**src/design/mlt_pkg.sv**
```systemverilog
// ----------------------------------------------------------------------------
// MAC learning table package
// Shared widths, command codes and the controller/datapath interface types.
// ----------------------------------------------------------------------------
`default_nettype none

package mlt_pkg;

  localparam int TABLE_ENTRIES_DEF = 16;
  localparam int MAC_W             = 48;
  localparam int IDX_OUT_W         = 4;
  localparam int CNT_OUT_W         = 5;

  localparam logic CMD_LOOKUP = 1'b0;
  localparam logic CMD_ADD    = 1'b1;

  // Commands from the controller to the datapath.
  typedef struct packed {
    logic start;    // latch a new item and restart the scan
    logic scan_en;  // let the scan pipeline advance
    logic finish;   // resolve the item and load the result registers
  } dp_cmd_t;

  // Status from the datapath to the controller.
  typedef struct packed {
    logic scan_hit;   // compared entry matches the item address
    logic scan_miss;  // all filled entries compared without a match
  } dp_sts_t;

endpackage

`default_nettype wire

```
**src/design/mlt_ram.sv**
```systemverilog
// ----------------------------------------------------------------------------
// Generic single-port-write, single-port-read RAM
// One write and one registered read per cycle; read data holds without re_i.
// ----------------------------------------------------------------------------
`default_nettype none

module mlt_ram #(
  parameter int WIDTH = 8,
  parameter int DEPTH = 16,
  parameter int AW    = (DEPTH > 1) ? $clog2(DEPTH) : 1
) (
  input  wire logic             clk_i,
  input  wire logic             we_i,
  input  wire logic [AW-1:0]    waddr_i,
  input  wire logic [WIDTH-1:0] wdata_i,
  input  wire logic             re_i,
  input  wire logic [AW-1:0]    raddr_i,
  output logic      [WIDTH-1:0] rdata_o
);

  logic [WIDTH-1:0] mem_q [DEPTH];

  always_ff @(posedge clk_i) begin
    if (we_i) begin
      mem_q[waddr_i] <= wdata_i;
    end
    if (re_i) begin
      rdata_o <= mem_q[raddr_i];
    end
  end

endmodule

`default_nettype wire

```
**src/design/mlt_ctrl.sv**
```systemverilog
// ----------------------------------------------------------------------------
// MAC learning table controller
// Sequences acceptance, the entry scan and the hand-off to the result register.
// ----------------------------------------------------------------------------
`default_nettype none

module mlt_ctrl (
  input  wire logic            clk_i,
  input  wire logic            rst_ni,
  input  wire logic            in_valid_i,
  output logic                 in_stall_o,
  output logic                 out_valid_o,
  input  wire logic            out_stall_i,
  output mlt_pkg::dp_cmd_t     cmd_o,
  input  wire mlt_pkg::dp_sts_t sts_i
);
  import mlt_pkg::*;

  localparam logic ST_IDLE = 1'b0;
  localparam logic ST_SCAN = 1'b1;

  logic state_q, state_d;
  logic out_valid_q, out_valid_d;
  logic done, slot_free, accept;

  assign in_stall_o  = (state_q != ST_IDLE);
  assign accept      = in_valid_i && (state_q == ST_IDLE);
  assign done        = sts_i.scan_hit || sts_i.scan_miss;
  // The result register can take a new item when empty or being emptied.
  assign slot_free   = !out_valid_q || !out_stall_i;
  assign out_valid_o = out_valid_q;

  always_comb begin
    state_d       = state_q;
    out_valid_d   = out_valid_q && out_stall_i;
    cmd_o.start   = 1'b0;
    cmd_o.scan_en = 1'b0;
    cmd_o.finish  = 1'b0;
    case (state_q)
      ST_IDLE: begin
        if (accept) begin
          cmd_o.start = 1'b1;
          state_d     = ST_SCAN;
        end
      end
      ST_SCAN: begin
        // Freeze the scan while a finished item waits for the result slot.
        cmd_o.scan_en = slot_free || !done;
        if (done && slot_free) begin
          cmd_o.finish = 1'b1;
          out_valid_d  = 1'b1;
          state_d      = ST_IDLE;
        end
      end
      default: begin
        state_d = ST_IDLE;
      end
    endcase
  end

  always_ff @(posedge clk_i or negedge rst_ni) begin
    if (!rst_ni) begin
      state_q     <= ST_IDLE;
      out_valid_q <= 1'b0;
    end else begin
      state_q     <= state_d;
      out_valid_q <= out_valid_d;
    end
  end

endmodule

`default_nettype wire

```
**src/design/mlt_dp.sv**
```systemverilog
// ----------------------------------------------------------------------------
// MAC learning table datapath
// Address store, fill count, pipelined entry scan and result registers.
// ----------------------------------------------------------------------------
`default_nettype none

module mlt_dp #(
  parameter int TABLE_ENTRIES = mlt_pkg::TABLE_ENTRIES_DEF
) (
  input  wire logic                         clk_i,
  input  wire logic                         rst_ni,
  input  wire mlt_pkg::dp_cmd_t             cmd_i,
  output mlt_pkg::dp_sts_t                  sts_o,
  input  wire logic                         command_i,
  input  wire logic [mlt_pkg::MAC_W-1:0]    mac_address_i,
  output logic                              hit_o,
  output logic                              added_o,
  output logic                              table_full_o,
  output logic [mlt_pkg::IDX_OUT_W-1:0]     entry_index_o,
  output logic [mlt_pkg::CNT_OUT_W-1:0]     entry_count_o
);
  import mlt_pkg::*;

  localparam int IDX_W = (TABLE_ENTRIES > 1) ? $clog2(TABLE_ENTRIES) : 1;
  localparam int CNT_W = $clog2(TABLE_ENTRIES + 1);
  localparam logic [CNT_W-1:0] NMAX = CNT_W'(TABLE_ENTRIES);

  logic             cmd_q;
  logic [MAC_W-1:0] mac_q;
  logic [CNT_W-1:0] count_q, count_d;
  logic [CNT_W-1:0] rptr_q;
  logic [IDX_W-1:0] ridx_q;
  logic             rv_q;
  logic             rd_en;
  logic             wr_en;
  logic [MAC_W-1:0] rdata;

  logic             res_hit_q, res_added_q, res_full_q;
  logic [IDX_W-1:0] res_idx_q;

  // A read is issued for every filled entry not yet visited.
  assign rd_en = cmd_i.scan_en && (rptr_q < count_q);

  assign sts_o.scan_hit  = rv_q && (rdata == mac_q);
  assign sts_o.scan_miss = !rv_q && (rptr_q >= count_q);

  assign wr_en   = cmd_i.finish && !sts_o.scan_hit && (cmd_q == CMD_ADD)
                   && (count_q < NMAX);
  assign count_d = wr_en ? (count_q + 1'b1) : count_q;

  mlt_ram #(
    .WIDTH (MAC_W),
    .DEPTH (TABLE_ENTRIES),
    .AW    (IDX_W)
  ) u_store (
    .clk_i   (clk_i),
    .we_i    (wr_en),
    .waddr_i (count_q[IDX_W-1:0]),
    .wdata_i (mac_q),
    .re_i    (rd_en),
    .raddr_i (rptr_q[IDX_W-1:0]),
    .rdata_o (rdata)
  );

  always_ff @(posedge clk_i or negedge rst_ni) begin
    if (!rst_ni) begin
      count_q <= '0;
      rptr_q  <= '0;
      rv_q    <= 1'b0;
    end else begin
      count_q <= count_d;
      if (cmd_i.start) begin
        rptr_q <= '0;
        rv_q   <= 1'b0;
      end else if (cmd_i.scan_en) begin
        rv_q <= rd_en;
        if (rd_en) begin
          rptr_q <= rptr_q + 1'b1;
        end
      end
    end
  end

  always_ff @(posedge clk_i) begin
    if (cmd_i.start) begin
      cmd_q <= command_i;
      mac_q <= mac_address_i;
    end
    if (rd_en) begin
      ridx_q <= rptr_q[IDX_W-1:0];
    end
    if (cmd_i.finish) begin
      res_hit_q   <= sts_o.scan_hit;
      res_added_q <= wr_en;
      res_full_q  <= !sts_o.scan_hit && (cmd_q == CMD_ADD) && (count_q >= NMAX);
      if (sts_o.scan_hit) begin
        res_idx_q <= ridx_q;
      end else if (wr_en) begin
        res_idx_q <= count_q[IDX_W-1:0];
      end else begin
        res_idx_q <= '0;
      end
    end
  end

  assign hit_o         = res_hit_q;
  assign added_o       = res_added_q;
  assign table_full_o  = res_full_q;
  assign entry_index_o = IDX_OUT_W'(res_idx_q);
  assign entry_count_o = CNT_OUT_W'(count_q);

endmodule

`default_nettype wire

```
**src/design/mac_address_learning_table_core.sv**
```systemverilog
// ----------------------------------------------------------------------------
// MAC address learning table core
// Learns peer MAC addresses in arrival order and answers lookups by scanning.
// ----------------------------------------------------------------------------
// Scan: a miss reads every filled entry and a hit on entry k reads entries zero
// to k, one store read at a time, so a lookup takes longer as the table fills;
// the single store read port sets this.
// Throughput: one item at a time; the next item can be accepted in the cycle
// after the previous one is resolved, even while its result still waits.
// Reset clears the fill count and all handshake state; the store is not cleared.
`default_nettype none

module mac_address_learning_table_core #(
  parameter int TABLE_ENTRIES = mlt_pkg::TABLE_ENTRIES_DEF
) (
  input  wire logic                          clk_i,
  input  wire logic                          rst_ni,
  input  wire logic                          in_valid_i,
  output logic                               in_stall_o,
  input  wire logic                          command_i,
  input  wire logic [mlt_pkg::MAC_W-1:0]     mac_address_i,
  output logic                               out_valid_o,
  input  wire logic                          out_stall_i,
  output logic                               hit_o,
  output logic                               added_o,
  output logic                               table_full_o,
  output logic [mlt_pkg::IDX_OUT_W-1:0]      entry_index_o,
  output logic [mlt_pkg::CNT_OUT_W-1:0]      entry_count_o
);
  import mlt_pkg::*;

  // The controller only sees command and status; all table and result storage
  // lives in the datapath.
  dp_cmd_t cmd;
  dp_sts_t sts;

  mlt_ctrl u_ctrl (
    .clk_i       (clk_i),
    .rst_ni      (rst_ni),
    .in_valid_i  (in_valid_i),
    .in_stall_o  (in_stall_o),
    .out_valid_o (out_valid_o),
    .out_stall_i (out_stall_i),
    .cmd_o       (cmd),
    .sts_i       (sts)
  );

  // The datapath scans the filled entries in order, so the first match wins,
  // and appends on a miss when the item asks for it and room remains.
  mlt_dp #(
    .TABLE_ENTRIES (TABLE_ENTRIES)
  ) u_dp (
    .clk_i         (clk_i),
    .rst_ni        (rst_ni),
    .cmd_i         (cmd),
    .sts_o         (sts),
    .command_i     (command_i),
    .mac_address_i (mac_address_i),
    .hit_o         (hit_o),
    .added_o       (added_o),
    .table_full_o  (table_full_o),
    .entry_index_o (entry_index_o),
    .entry_count_o (entry_count_o)
  );

  // A result is never both a hit and a newly added entry.
  a_hit_excl_added: assert property (@(posedge clk_i) disable iff (!rst_ni)
    out_valid_o |-> !(hit_o && added_o))
    else $error("result flags both hit and added");

  // A failed add reports no hit and index zero.
  a_full_result: assert property (@(posedge clk_i) disable iff (!rst_ni)
    (out_valid_o && table_full_o) |-> (!hit_o && !added_o && (entry_index_o == '0)))
    else $error("full result carries hit, added or an index");

  // Once an item is taken the scan starts, and no second item enters.
  a_busy_after_accept: assert property (@(posedge clk_i) disable iff (!rst_ni)
    (in_valid_i && !in_stall_o) |=> in_stall_o)
    else $error("input not stalled during scan");

endmodule

`default_nettype wire

```
**config.mk**
```make
export PLATFORM = sky130hd
export DESIGN_NAME = mac_address_learning_table_core
export DESIGN_NICKNAME = d
export VERILOG_FILES = /design/src/design/mlt_pkg.sv /design/src/design/mlt_ram.sv /design/src/design/mlt_ctrl.sv /design/src/design/mlt_dp.sv /design/src/design/mac_address_learning_table_core.sv
export SDC_FILE = /design/constraint.sdc
export NUM_CORES = 1
export LEC_CHECK = 0
export BUFFER_PORTS_ARGS = -buffer_cell sky130_fd_sc_hd__buf_4
export CORE_ASPECT_RATIO = 0.75
export CORE_MARGIN = 3
export CORE_UTILIZATION = 31
export DETAILED_ROUTE_END_ITERATION = 16
export GPL_ROUTABILITY_DRIVEN = 0
export HOLD_SLACK_MARGIN = 0.15
export PLACE_DENSITY_LB_ADDON = 0.05
export SLEW_MARGIN = 20
export SYNTH_ARGS = -nofsm -noshare
export SYNTH_HDL_FRONTEND = slang
export SYNTH_SLANG_ARGS = --single-unit
export TNS_END_PERCENT = 100
```
**constraint.sdc**
```tcl
create_clock -name clk_i -period 9 [get_ports clk_i]
set_input_delay 1.8 -clock clk_i [delete_from_list [all_inputs] [get_ports clk_i]]
set_output_delay 1.8 -clock clk_i [all_outputs]
set_load 0.01 [all_outputs]
```
==> results of run 1 <==
[per-layer routing]
metal	track usage	wire [µm]
met5	0	0
met1	0.2182	39300
met4	0.03227	1487
met2	0.2298	38820
met3	0.03120	3204
[Yosys cell counts]
cell / count
buf_2: 17
ha_1: 10
and3_1: 4
mux4_2: 240
xor2_1: 2
a21oi_4: 1
a21o_2: 1
a22o_1: 4
nor2_1: 6
nand2_2: 3
a31oi_1: 1
inv_1: 12
o21ai_0: 1
buf_1: 2
a211o_1: 1
edfxtp_1: 876
nor3_1: 12
a2111o_1: 1
nand4_1: 10
a21oi_1: 3
buf_6: 1
o22ai_1: 1
dfrtp_1: 13
nor4_1: 3
nand3_1: 8
nand2b_1: 2
nand4_2: 1
nor4_2: 1
clkbuf_1: 40
nand2_1: 14
mux2i_1: 3
nor4b_4: 1
o21ai_1: 4
xnor2_1: 44
nor3_2: 2
clkinv_4: 1
and2_1: 2
nor2b_1: 4
a21o_1: 2
o221ai_1: 2
[registers in the layout (all words and copies together) (netlist names)]
name	flops
u_ctrl.in_stall_o	1
u_ctrl.out_valid_o	1
u_dp.added_o	1
u_dp.cmd_q	1
u_dp.entry_count_o	5
u_dp.entry_index_o	4
u_dp.hit_o	1
u_dp.mac_q	48
u_dp.ridx_q	4
u_dp.rptr_q	5
u_dp.rv_q	1
u_dp.table_full_o	1
u_dp.u_store.mem_q	768
u_dp.u_store.rdata_o	48
[power by group through the flow]
| stage | clock (mW) | sequential [mW] | combinational (mW) |
|---|---|---|---|
| finish | 3.59 | 5.26 | 2.33 |
| floorplan | 0 | 5.14 | 1.75 |
| detailed placement | 0 | 5.35 | 2.42 |
| CTS | 3.73 | 5.27 | 2.43 |
| global placement | 0 | 5.35 | 2.42 |
| global route | 3.89 | 5.30 | 2.52 |
[critical path, delay by kind of cell, from the launching register on]
family / cells / cell delay (ps)
compound gates: 2 / 310
flops: 1 / 720
simple gates: 5 / 2150
buf+inv: 2 / 930
fa+ha+maj: 1 / 340
[layout make-up]
type	instances	area [µm²]
clock buffers	130	2550
clock inverters	32	220.2
fillers	9711	67440
inverters	13	55.05
multi-input cells	394	6645
flip-flops and latches	889	26650
well taps	1417	1773
repair buffers	108	863.3
[logic make-up after synthesis]
kind of cell,Yosys count,synth area share
fa+ha+maj,10,0.003737
compound gates,22,0.004932
simple gates,73,0.01252
xor+xnor,46,0.01203
buf+inv,73,0.009192
flops,889,0.7953
mux,243,0.1623
[final timing paths]
path,start,to,slack [ps],cells after the start
worst max register to register,u_dp.entry_count_o[2],u_dp.u_store.mem_q[14][14],4100,10
worst min register to register,u_dp.rptr_q[4],u_dp.rptr_q[4],550,1
max in group asynchronous,rst_ni,u_dp.rptr_q[3],7810,1
min in group asynchronous,rst_ni,u_dp.entry_count_o[4],970,1
worst min-delay path,u_dp.rptr_q[4],u_dp.rptr_q[4],550,1
worst max-delay path,u_dp.entry_count_o[2],u_dp.u_store.mem_q[14][14],4100,10
[cell usage in the layout (no fill, tap or decap), types with 2 or more instances in the layout]
| master | count |
|---|---|
| nand4_1 | 10 |
| dfrtp_1 | 9 |
| and3_1 | 4 |
| clkbuf_1 | 32 |
| and2_1 | 2 |
| dfrtp_4 | 4 |
| a21o_1 | 2 |
| nor2b_1 | 4 |
| nand2_1 | 14 |
| nand2_2 | 3 |
| xor2_1 | 2 |
| inv_6 | 3 |
| mux2i_1 | 3 |
| buf_16 | 2 |
| edfxtp_1 | 876 |
| nor4_1 | 3 |
| nand2b_1 | 2 |
| nand3_1 | 8 |
| clkinv_2 | 14 |
| buf_4 | 105 |
| o21ai_1 | 4 |
| clkbuf_8 | 2 |
| a22o_1 | 4 |
| o221ai_1 | 2 |
| a21oi_1 | 3 |
| clkbuf_16 | 96 |
| bufinv_16 | 2 |
| xnor2_1 | 44 |
| ha_1 | 10 |
| nor2_4 | 5 |
| inv_1 | 11 |
| clkinv_1 | 12 |
| mux4_2 | 240 |
| nor3_2 | 14 |
==> reports/metrics.cfg, run 1 <==
[setup_path]
slowest_delay_ps=850
path_cells=inv_1 -> ha_1 -> and3_1 -> o21ai_1 -> and3_1 -> a21o_2 -> nor4b_4 -> nand2_2 -> nor2_4 -> buf_4
crit_fanout=27
crit_arrival_ps=5200
critPathLaunchType=register
crit_required_ps=9290
path_class=register to register
cpMostUsedCell=and3_1
cp-end-kind=register
cpMaxStageDelayCell=nor2_4

[pwr]
ir_drop_mv=0.1677
power_frac_clock=0.321
seqPwrFrac=0.470
p_leak_nw=11.92
power.total_mw=11.18
power.internal_mw=8.132
p_sw_frac=0.2725
combinationalPowerShare=0.208
p_sw_mw=3.046
p_per_area_nw_per_um2=288.5

[yosys]
synthCells=1356
yosysTopAreaCellShare=0.7856
syn_avg_cell_area_um2=24.69
synthesis.nets=1419
syn_area_um2=33490
synth_seq_cells=889
ys_seq_area_frac=0.7953
yosysWarnings=0
synth.distinct_cells=40
synth.area.top_cells=edfxtp_1 79%, mux4_2 16%, xnor2_1 1.2%, dfrtp_1 0.97%, clkbuf_1 0.45%
yosys.area.top_type=edfxtp_1

[detailed_routing]
drtPass1Iterations=5
ant_nets=0
avgRoutedWirePerCell_um=27.76
routed_wl_um=82810
drt-vias-per-instance=4.837
route.detailed.drc=0
first_iter_violations=1142
num_vias=14430

[floorplanning]
die_y_um=290.6
die_x_um=385.5
start_util=0.3153
core.rowCount=103
die_area_um2=112000
ioPinCount=67
core_um2=106200

[sta]
clock.fmax_ghz=0.2039
hold_slack_ps=549.4
setup_viol=0
hold_viol=0
slew_viol_final=0
fin_tns_setup_ps=0
post-route-min-period_ps=4905
finalWorstSetupSlack_ps=4095
timing.final.crit_share=0.5450
tightest_slew_ps=1078
clock-skew-final_ps=30.47
slew_headroom=0.2812
rsz0062_at_grt=false

[clock_tree]
clock_path_buffers=3
path_clk_slew_ps=60
cts_made_buffers=93
h-tree-depth=3
post_cts_buffers=0
cts_root_buffer=clkbuf_16
cts_resized=0
hold_buffers=0
cts.sinks=889
clock_latency_ps=680
tritoncts=built

[global_route]
grt_pass1_wl_um=118200
grt-ovfl-total=0
grt_pass1_vias=15400
grt_use_total=0.1492
antenna_found_initial=0
grt_max_degree=100

[flow_run]
cap_violations=0

[hold_path]
hp-class=register to register

[finish]
stdcell_count=2983
area_growth_pct=15.73
fin_nets=1562
utilization=0.3649
diodes=0
drive_gt1_frac=0.3186
design_area_um2=38750

[place]
dp_hpwl_um=43080
placed_cells=2819
place_area_um2=35930
place_ws_ps=3709
io_buffers=66

[run_status]
status=complete, no violations

Power figures use the tool's default switching activity.
==> run 2, diff against run 1 <==
==> constraint.sdc (replaced) <==
create_clock -name clk_i -period 4 [get_ports clk_i]
set_input_delay 0.8 -clock clk_i [delete_from_list [all_inputs] [get_ports clk_i]]
set_output_delay 0.8 -clock clk_i [all_outputs]
set_load 0.01 [all_outputs]
==> run 2 against run 1 <==
  * Clock skew shrank 5.1 ps
  * Fmax grew 37%
  * Die area is the same
  * Sequential share of layout area shrank 2.4 points
  * Critical endpoint is now u_dp.u_store.mem_q[11][8]
  * Largest cell class unchanged
  * Highest routed layer unchanged
==> reports/metrics.cfg, run 2 (synthesis results as in run 1) <==
[floorplanning]
ioPinCount=67  ; unchanged
core_um2=106200  ; unchanged
start_util=0.3153  ; unchanged
die_y_um=290.6  ; unchanged
core.rowCount=103  ; unchanged
die_x_um=385.5  ; unchanged
die_area_um2=112000  ; unchanged

[setup_path]
path_class=register to register  ; unchanged
crit_arrival_ps=3930  ; was 5200 ps
path_cells=inv_1 -> ha_1 -> and3_1 -> o21ai_1 -> and3_1 -> a21o_2 -> nor4b_4 -> nand2_2 -> nor3_4 -> buf_12  ; was inv_1 -> ha_1 -> and3_1 -> o21ai_1 -> and3_1 -> a21o_2 -> nor4b_4 -> nand2_2 -> nor2_4 -> buf_4
slowest_delay_ps=670  ; was 850 ps
cpMostUsedCell=and3_1  ; unchanged
crit_fanout=18  ; was 27
cpMaxStageDelayCell=nor3_4  ; was nor2_4
crit_required_ps=4360  ; was 9290 ps
critPathLaunchType=register  ; unchanged
rrSetupSlack_ps=430  ; was 4100 ps
cp-end-kind=register  ; unchanged

[detailed_routing]
dr.max_layer_used=met4  ; unchanged
drt-vias-per-instance=4.856  ; was 4.837
avgRoutedWirePerCell_um=29.40  ; was 27.76 µm
met1_length_um=43410  ; was 39300 µm
drtPass1Iterations=4  ; was 5
first_iter_violations=1096  ; was 1142
routed_wl_um=90170  ; was 82810 µm
met3_length_um=4036  ; was 3204 µm
route.met2.wl_um=41080  ; was 38820 µm
route.detailed.drc=0  ; unchanged
num_vias=14890  ; was 14430
ant_nets=0  ; unchanged

[clock_tree]
post_cts_buffers=0  ; unchanged
clock_path_buffers=3  ; unchanged
cts.sinks=889  ; unchanged
cts_resized=0  ; unchanged
cts_root_buffer=clkbuf_16  ; unchanged
cts_made_buffers=94  ; was 93
hold_buffers=1  ; was 0
clock_latency_ps=680  ; about the same
path_clk_slew_ps=60  ; about the same
h-tree-depth=3  ; unchanged
tritoncts=built  ; unchanged

[global_route]
grt_use_total=0.1634  ; was 0.1492
grt-ovfl-total=0  ; unchanged
grt_max_degree=113  ; was 100
grt_pass1_wl_um=128000  ; was 118200 µm
antenna_found_initial=4  ; was 0
grt_pass1_vias=15880  ; was 15400

[pwr]
power.total_mw=26.08  ; was 11.18 mW
ir_drop_mv=0.7311  ; was 0.1677 mV
p_leak_nw=12.50  ; was 11.92 nW
combinationalPowerShare=0.242  ; was 0.208
power_frac_clock=0.323  ; was 0.321
seqPwrFrac=0.436  ; was 0.470
p_sw_frac=0.2807  ; was 0.2725
p_per_area_nw_per_um2=650.0  ; was 288.5 nW/µm²
power.internal_mw=18.76  ; was 8.132 mW
p_sw_mw=7.322  ; was 3.046 mW

[hold_path]
hp-class=input port to register  ; was register to register

[sta]
slew_viol_final=0  ; unchanged
tightest_slew_ps=1003  ; was 1078 ps
hold_viol=0  ; unchanged
setup_viol=0  ; unchanged
clock-skew-final_ps=25.36  ; was 30.47 ps
rsz0062_at_grt=false  ; unchanged
hold_slack_ps=296.4  ; was 549.4 ps
slew_headroom=0.3311  ; was 0.2812
timing.final.crit_share=0.8918  ; was 0.5450
clock.fmax_ghz=0.2803  ; was 0.2039 GHz
post-route-min-period_ps=3567  ; was 4905 ps

[place]
io_buffers=66  ; unchanged
placed_cells=2899  ; was 2819
place_area_um2=37190  ; was 35930 µm²
dp_hpwl_um=55020  ; was 43080 µm

[finish]
largest_register_ffs=768  ; unchanged
final_common_cell=edfxtp_1  ; unchanged
drive_gt1_frac=0.3529  ; was 0.3186
fin_nets=1642  ; was 1562
area_growth_pct=19.84  ; was 15.73%
top_regs=u_dp.u_store.mem_q: 768 flops, u_dp.mac_q: 48 flops, u_dp.u_store.rdata_o: 48 flops  ; unchanged
design_area_um2=40130  ; was 38750 µm²
regMostFlops=u_dp.u_store.mem_q  ; unchanged
mostFrequentLayoutCells=876 x edfxtp_1, 240 x mux4_2, 138 x buf_4, 95 x clkbuf_16, 48 x buf_12  ; was 876 x edfxtp_1, 240 x mux4_2, 105 x buf_4, 96 x clkbuf_16, 44 x xnor2_1
stdcell_count=3067  ; was 2983

[flow_run]
cap_violations=0  ; unchanged

[run_status]
status=complete, no violations  ; unchanged

## run 2: worst paths after layout
check,start,to,cells past startpoint
setup / recovery,u_dp.entry_count_o[3],u_dp.u_store.mem_q[11][8],10
hold / removal,mac_address_i[37],u_dp.mac_q[37],1
setup reg to reg,u_dp.entry_count_o[3],u_dp.u_store.mem_q[11][8],10
hold reg to reg,u_dp.mac_q[47],u_dp.u_store.mem_q[12][47],0
max in group asynchronous,rst_ni,u_dp.rptr_q[3],2
min in group asynchronous,rst_ni,u_dp.rptr_q[0],2
## run 2: routing by layer
metal | up-vias | track usage
met5 | - | 0
met4 | 0 | 0.03376
met3 | 107 | 0.03585
li1 | 6283 | -
met1 | 8200 | 0.2457
met2 | 303 | 0.2438
## run 2: metrics by stage
stage	worst slack, ps	setup TNS (ps)	utilization
floorplan	-716.9	-366980	-
global placement	310.3	0	0.3502
detailed placement	295.7	0	0.3502
CTS	277.5	0	0.3779
global route	139.4	0	0.3779
finish	432.9	0	0.3779
## run 2: power by group through the flow
stage          Combinational (mW)  Clock, mW  Sequential, mW
3_3_place_gp                 6.61          0            11.6
2_1_floorplan                3.94          0            11.6
6_report                     6.31       8.41            11.4
3_5_place_dp                 6.55          0            11.6
5_1_grt                      6.79       9.10            11.4
4_1_cts                      6.58       8.70            11.4
## run 2: worst max-delay path: cells and delay by family, from the launching register on
family	cells	cell delay, ps
flops	1	380
buf+inv	2	570
compound gates	2	330
simple gates	5	1730
fa+ha+maj	1	220
## run 2: final cells by class
class                   instances  area [µm²]
fillers                      9572       66060
diodes                          1       2.502
repair buffers                187        2007
multi-input cells             394        6720
flip-flops and latches        889       26650
well taps                    1417        1773
inverters                      13       55.05
clock buffers                 119        2467
clock inverters                47       459.2
==> run 3, diff against run 2 <==
--- a/config.mk
+++ b/config.mk
@@ -5,6 +5,7 @@
 export SDC_FILE = /design/constraint.sdc
 export NUM_CORES = 1
 export LEC_CHECK = 0
+export ABC_AREA = 1
 export BUFFER_PORTS_ARGS = -buffer_cell sky130_fd_sc_hd__buf_4
 export CORE_ASPECT_RATIO = 0.75
 export CORE_MARGIN = 3
==> run 3 against run 2 <==
  * Utilization is 1.1 points lower
  * Sequential cell count stayed put
  * Sequential power hardly changed
  * Area after synthesis is 4.6% higher
  * Non-clock buffer count is 23 lower
  * Clock power is 2% higher
  * Via count is 41% higher
  * Cell count is 36% higher
  * Routed wire length is 21% higher
  * Register-to-register slack better by 340 ps
  * Critical path type unchanged
  * Critical endpoint is now u_dp.u_store.rdata_o[14]
  * Largest cell class unchanged
==> reports/metrics.cfg, run 3 <==
[setup_path]
worst-path-buf-inv=2  ; unchanged
crit_fanout=48  ; was 18
r2r_cells=11  ; was 10
crit-reg2reg-capture=u_dp.u_store.rdata_o[14]  ; was u_dp.u_store.mem_q[11][8]
crit_required_ps=4350  ; was 4360 ps
slowest_delay_ps=620  ; was 670 ps
crit_arrival_ps=3580  ; was 3930 ps
path_depth=11  ; was 10
rrSetupSlack_ps=770  ; was 430 ps
path_cells=xnor2_1 -> nand2_1 -> nor2_1 -> nand3_1 -> nor2_1 -> nand2_1 -> nand2_1 -> nand2_1 -> nand3_2 -> clkinv_2 -> buf_12  ; was inv_1 -> ha_1 -> and3_1 -> o21ai_1 -> and3_1 -> a21o_2 -> nor4b_4 -> nand2_2 -> nor3_4 -> buf_12
critPathLaunchType=register  ; unchanged
r2r-start=u_dp.mac_q[4]  ; was u_dp.entry_count_o[3]
critPathTopFamily=simple AND/OR/NAND/NOR gates  ; unchanged
cpMostUsedCell=nand2_1  ; was and3_1
cp-end-kind=register  ; unchanged
path_class=register to register  ; unchanged
cpMaxStageDelayCell=edfxtp_1  ; was nor3_4

[detailed_routing]
ant_nets=0  ; unchanged
drtPass1Iterations=5  ; was 4
routed_wl_um=109300  ; was 90170 µm
first_iter_violations=1686  ; was 1096
drt-vias-per-instance=5.008  ; was 4.856
avgRoutedWirePerCell_um=26.14  ; was 29.40 µm
num_vias=20940  ; was 14890
route.detailed.drc=0  ; unchanged

[hold_path]
hold_end=u_dp.mac_q[46]  ; was u_dp.mac_q[37]
hold_path_startpoint=mac_address_i[46]  ; was mac_address_i[37]
min_path_cells=1  ; unchanged
hp-class=input port to register  ; unchanged

[clock_tree]
clock_path_buffers=3  ; unchanged
hold_buffers=1  ; unchanged
cts_root_buffer=clkbuf_16  ; unchanged
path_clk_slew_ps=60  ; about the same
cts.sinks=889  ; unchanged
h-tree-depth=3  ; unchanged
cts_resized=0  ; unchanged
post_cts_buffers=0  ; unchanged
clock_latency_ps=680  ; about the same
tritoncts=built  ; unchanged
cts_made_buffers=93  ; was 94

[pwr]
seqPwrFrac=0.412  ; was 0.436
p_leak_nw=13.93  ; was 12.50 nW
p_sw_mw=9.377  ; was 7.322 mW
power.internal_mw=18.15  ; was 18.76 mW
power_frac_clock=0.313  ; was 0.323
combinationalPowerShare=0.275  ; was 0.242
p_sw_frac=0.3406  ; was 0.2807
ir_drop_mv=0.5545  ; was 0.7311 mV
p_per_area_nw_per_um2=670.4  ; was 650.0 nW/µm²

[yosys]
synth_seq_cells=889  ; unchanged
synth.area.top_cells=edfxtp_1 75%, nor2_1 5.1%, o21ai_0 2.8%, nand2_1 2.7%, o32ai_1 2.5%  ; was edfxtp_1 79%, mux4_2 16%, xnor2_1 1.2%, dfrtp_1 0.97%, clkbuf_1 0.45%
yosysWarnings=0  ; unchanged
yosys.area.top_type=edfxtp_1  ; unchanged
synth_most_common_cell=edfxtp_1  ; unchanged
ys_seq_area_frac=0.7606  ; was 0.7953
syn_avg_cell_area_um2=14.11  ; was 24.69 µm²
synth_enable_flop_cells=876  ; unchanged
synthCells=2481  ; was 1356
synth_commonest_cells=876 x edfxtp_1, 472 x nor2_1, 250 x nand2_1  ; was 876 x edfxtp_1, 240 x mux4_2, 44 x xnor2_1
synthesis.nets=2544  ; was 1419
synth.distinct_cells=28  ; was 40
yosysTopAreaCellShare=0.7513  ; was 0.7856
async_reset_ff_frac=0.01462  ; unchanged
syn_area_um2=35010  ; was 33490 µm²
synth_ff_type=edfxtp_1  ; unchanged

[finish]
fin_nets=2656  ; was 1642
multi_input_area_um2=7441  ; was 6720 µm²
area_growth_pct=17.27  ; was 19.84%
final_common_cell=edfxtp_1  ; unchanged
top_regs=u_dp.u_store.mem_q: 768 flops, u_dp.mac_q: 48 flops, u_dp.u_store.rdata_o: 48 flops  ; unchanged
stdcell_count=4180  ; was 3067
largest_register_ffs=768  ; unchanged
fillers=10700  ; was 9572
regMostFlops=u_dp.u_store.mem_q  ; unchanged
seqCellArea_um2=26640  ; was 26650 µm²
mostFrequentLayoutCells=876 x edfxtp_1, 469 x nor2_1, 250 x nand2_1, 197 x o21ai_0, 123 x buf_4  ; was 876 x edfxtp_1, 240 x mux4_2, 138 x buf_4, 95 x clkbuf_16, 48 x buf_12
drive_gt1_frac=0.1279  ; was 0.3529

[sta]
tightest_slew_ps=1033  ; was 1003 ps
rsz0062_at_grt=false  ; unchanged
slew_headroom=0.3113  ; was 0.3311
clock-skew-final_ps=32.76  ; was 25.36 ps
finalWorstSetupSlack_ps=774.6  ; was 432.9 ps
hold_viol=0  ; unchanged
timing.final.crit_share=0.8064  ; was 0.8918
post-route-min-period_ps=3225  ; was 3567 ps
setup_viol=0  ; unchanged
clock.fmax_ghz=0.3100  ; was 0.2803 GHz
slew_viol_final=0  ; unchanged
hold_slack_ps=298.4  ; was 296.4 ps

[place]
io_buffers=66  ; unchanged
placed_cells=4009  ; was 2899
place_ws_ps=728.5  ; was 295.7 ps
dp_hpwl_um=58400  ; was 55020 µm

[run_status]
status=complete, no violations  ; unchanged

[global_route]
grt_pass1_vias=20750  ; was 15880
grt_max_degree=168  ; was 113
grt-ovfl-total=0  ; unchanged
met2_usage=0.2765  ; was 0.2438
grt_pass1_wl_um=156200  ; was 128000 µm
busiest_layer=met1  ; unchanged
antenna_found_initial=4  ; unchanged
gr-usage-met3=0.02731  ; was 0.03585
grt.met1_usage=0.2830  ; was 0.2457
grt_use_total=0.1843  ; was 0.1634

[flow_run]
cap_violations=0  ; unchanged

[floorplanning]
core.rowCount=106  ; was 103
die_x_um=394.1  ; was 385.5 µm
die_y_um=297.1  ; was 290.6 µm
start_util=0.3132  ; was 0.3153
ioPinCount=67  ; unchanged
die_area_um2=117100  ; was 112000 µm²
core_um2=111800  ; was 106200 µm²

## run 3: cell count changes after synthesis, sizes merged, moves of 37 or more
cell and delta:
o221ai +76, xnor2 -37, o21ai +197, inv +86, nand2 +233, nand3 +84
mux2i +75, nor2 +466, mux4 -240, o32ai +114, buf +49, clkbuf +38
## run 3: power groups by stage
stage                     combinational (mW)  sequential (mW)  clock, mW
final                                   7.57             11.3       8.61
after floorplan                         5.07             11.4          0
after global routing                    8.39             11.4       9.22
after CTS                               7.74             11.3       8.85
after detailed placement                7.70             11.5          0
after global placement                  7.74             11.5          0
## run 3: metal layers
| metal | vias to the layer above | part of all wire |
|---|---|---|
| li1 | 9451 | - |
| met1 | 10910 | 0.50 |
| met2 | 456 | 0.44 |
| met3 | 120 | 0.040 |
| met4 | 0 | 0.017 |
| met5 | - | 0 |
## run 3: per-stage QoR
step	instance area, µm²	utilization	TNS [ps]	total power [mW]
final	41060	0.3673	0	27.53
after global routing	41060	0.3672	0	29.01
after CTS	41060	0.3672	0	27.94
after detailed placement	38080	0.3406	0	19.24
after global placement	38080	0.3406	0	19.28
after floorplan	35100	-	-102450	16.45
## run 3: worst reg2reg max path, cell delays in order (launching register included)
cell and delay (ps):
edfxtp_1 620, xnor2_1 530, nand2_1 110, nor2_1 210, nand3_1 110, nor2_1 170, nand2_1 260, nand2_1 170
nand2_1 90, nand3_2 150, clkinv_2 160, buf_12 270
## run 3: worst max path at each step
stage | start | to | slack [ps]
final | u_dp.mac_q[4] | u_dp.u_store.rdata_o[14] | 770
after global routing | u_dp.mac_q[3] | u_dp.u_store.rdata_o[14] | 520
after CTS | u_dp.mac_q[4] | u_dp.u_store.rdata_o[18] | 700
after detailed placement | u_dp.mac_q[4] | u_dp.u_store.rdata_o[18] | 730
after global placement | u_dp.mac_q[4] | u_dp.u_store.rdata_o[18] | 730
after floorplan | u_dp.rptr_q[0] | u_dp.u_store.mem_q[10][0] | -150
## run 3: kinds of logic (layout without fill, tap and decap cells)
kind of cell,count (synthesis),count (layout),synth area share
DFF,889,889,0.7606
and+or+nand+nor,833,833,0.09359
AOI/OAI and AO/OA,413,413,0.08433
buffers and inverters,245,431,0.03238
muxes,78,78,0.02230
xor gates and xnor gates,13,13,0.003252
adders and majority gates,10,10,0.003573
other,0,1,0
## run 3: final cells by class
type,instances,share of cell area
Antenna cell,1,0.00006094
Clock buffer,120,0.06091
Clock inverter,49,0.01140
Inverter,98,0.009294
Multi-Input combinational cell,1347,0.1812
Sequential cell,889,0.6488
Tap cell,1512,0.04607
Timing Repair Buffer,164,0.04223
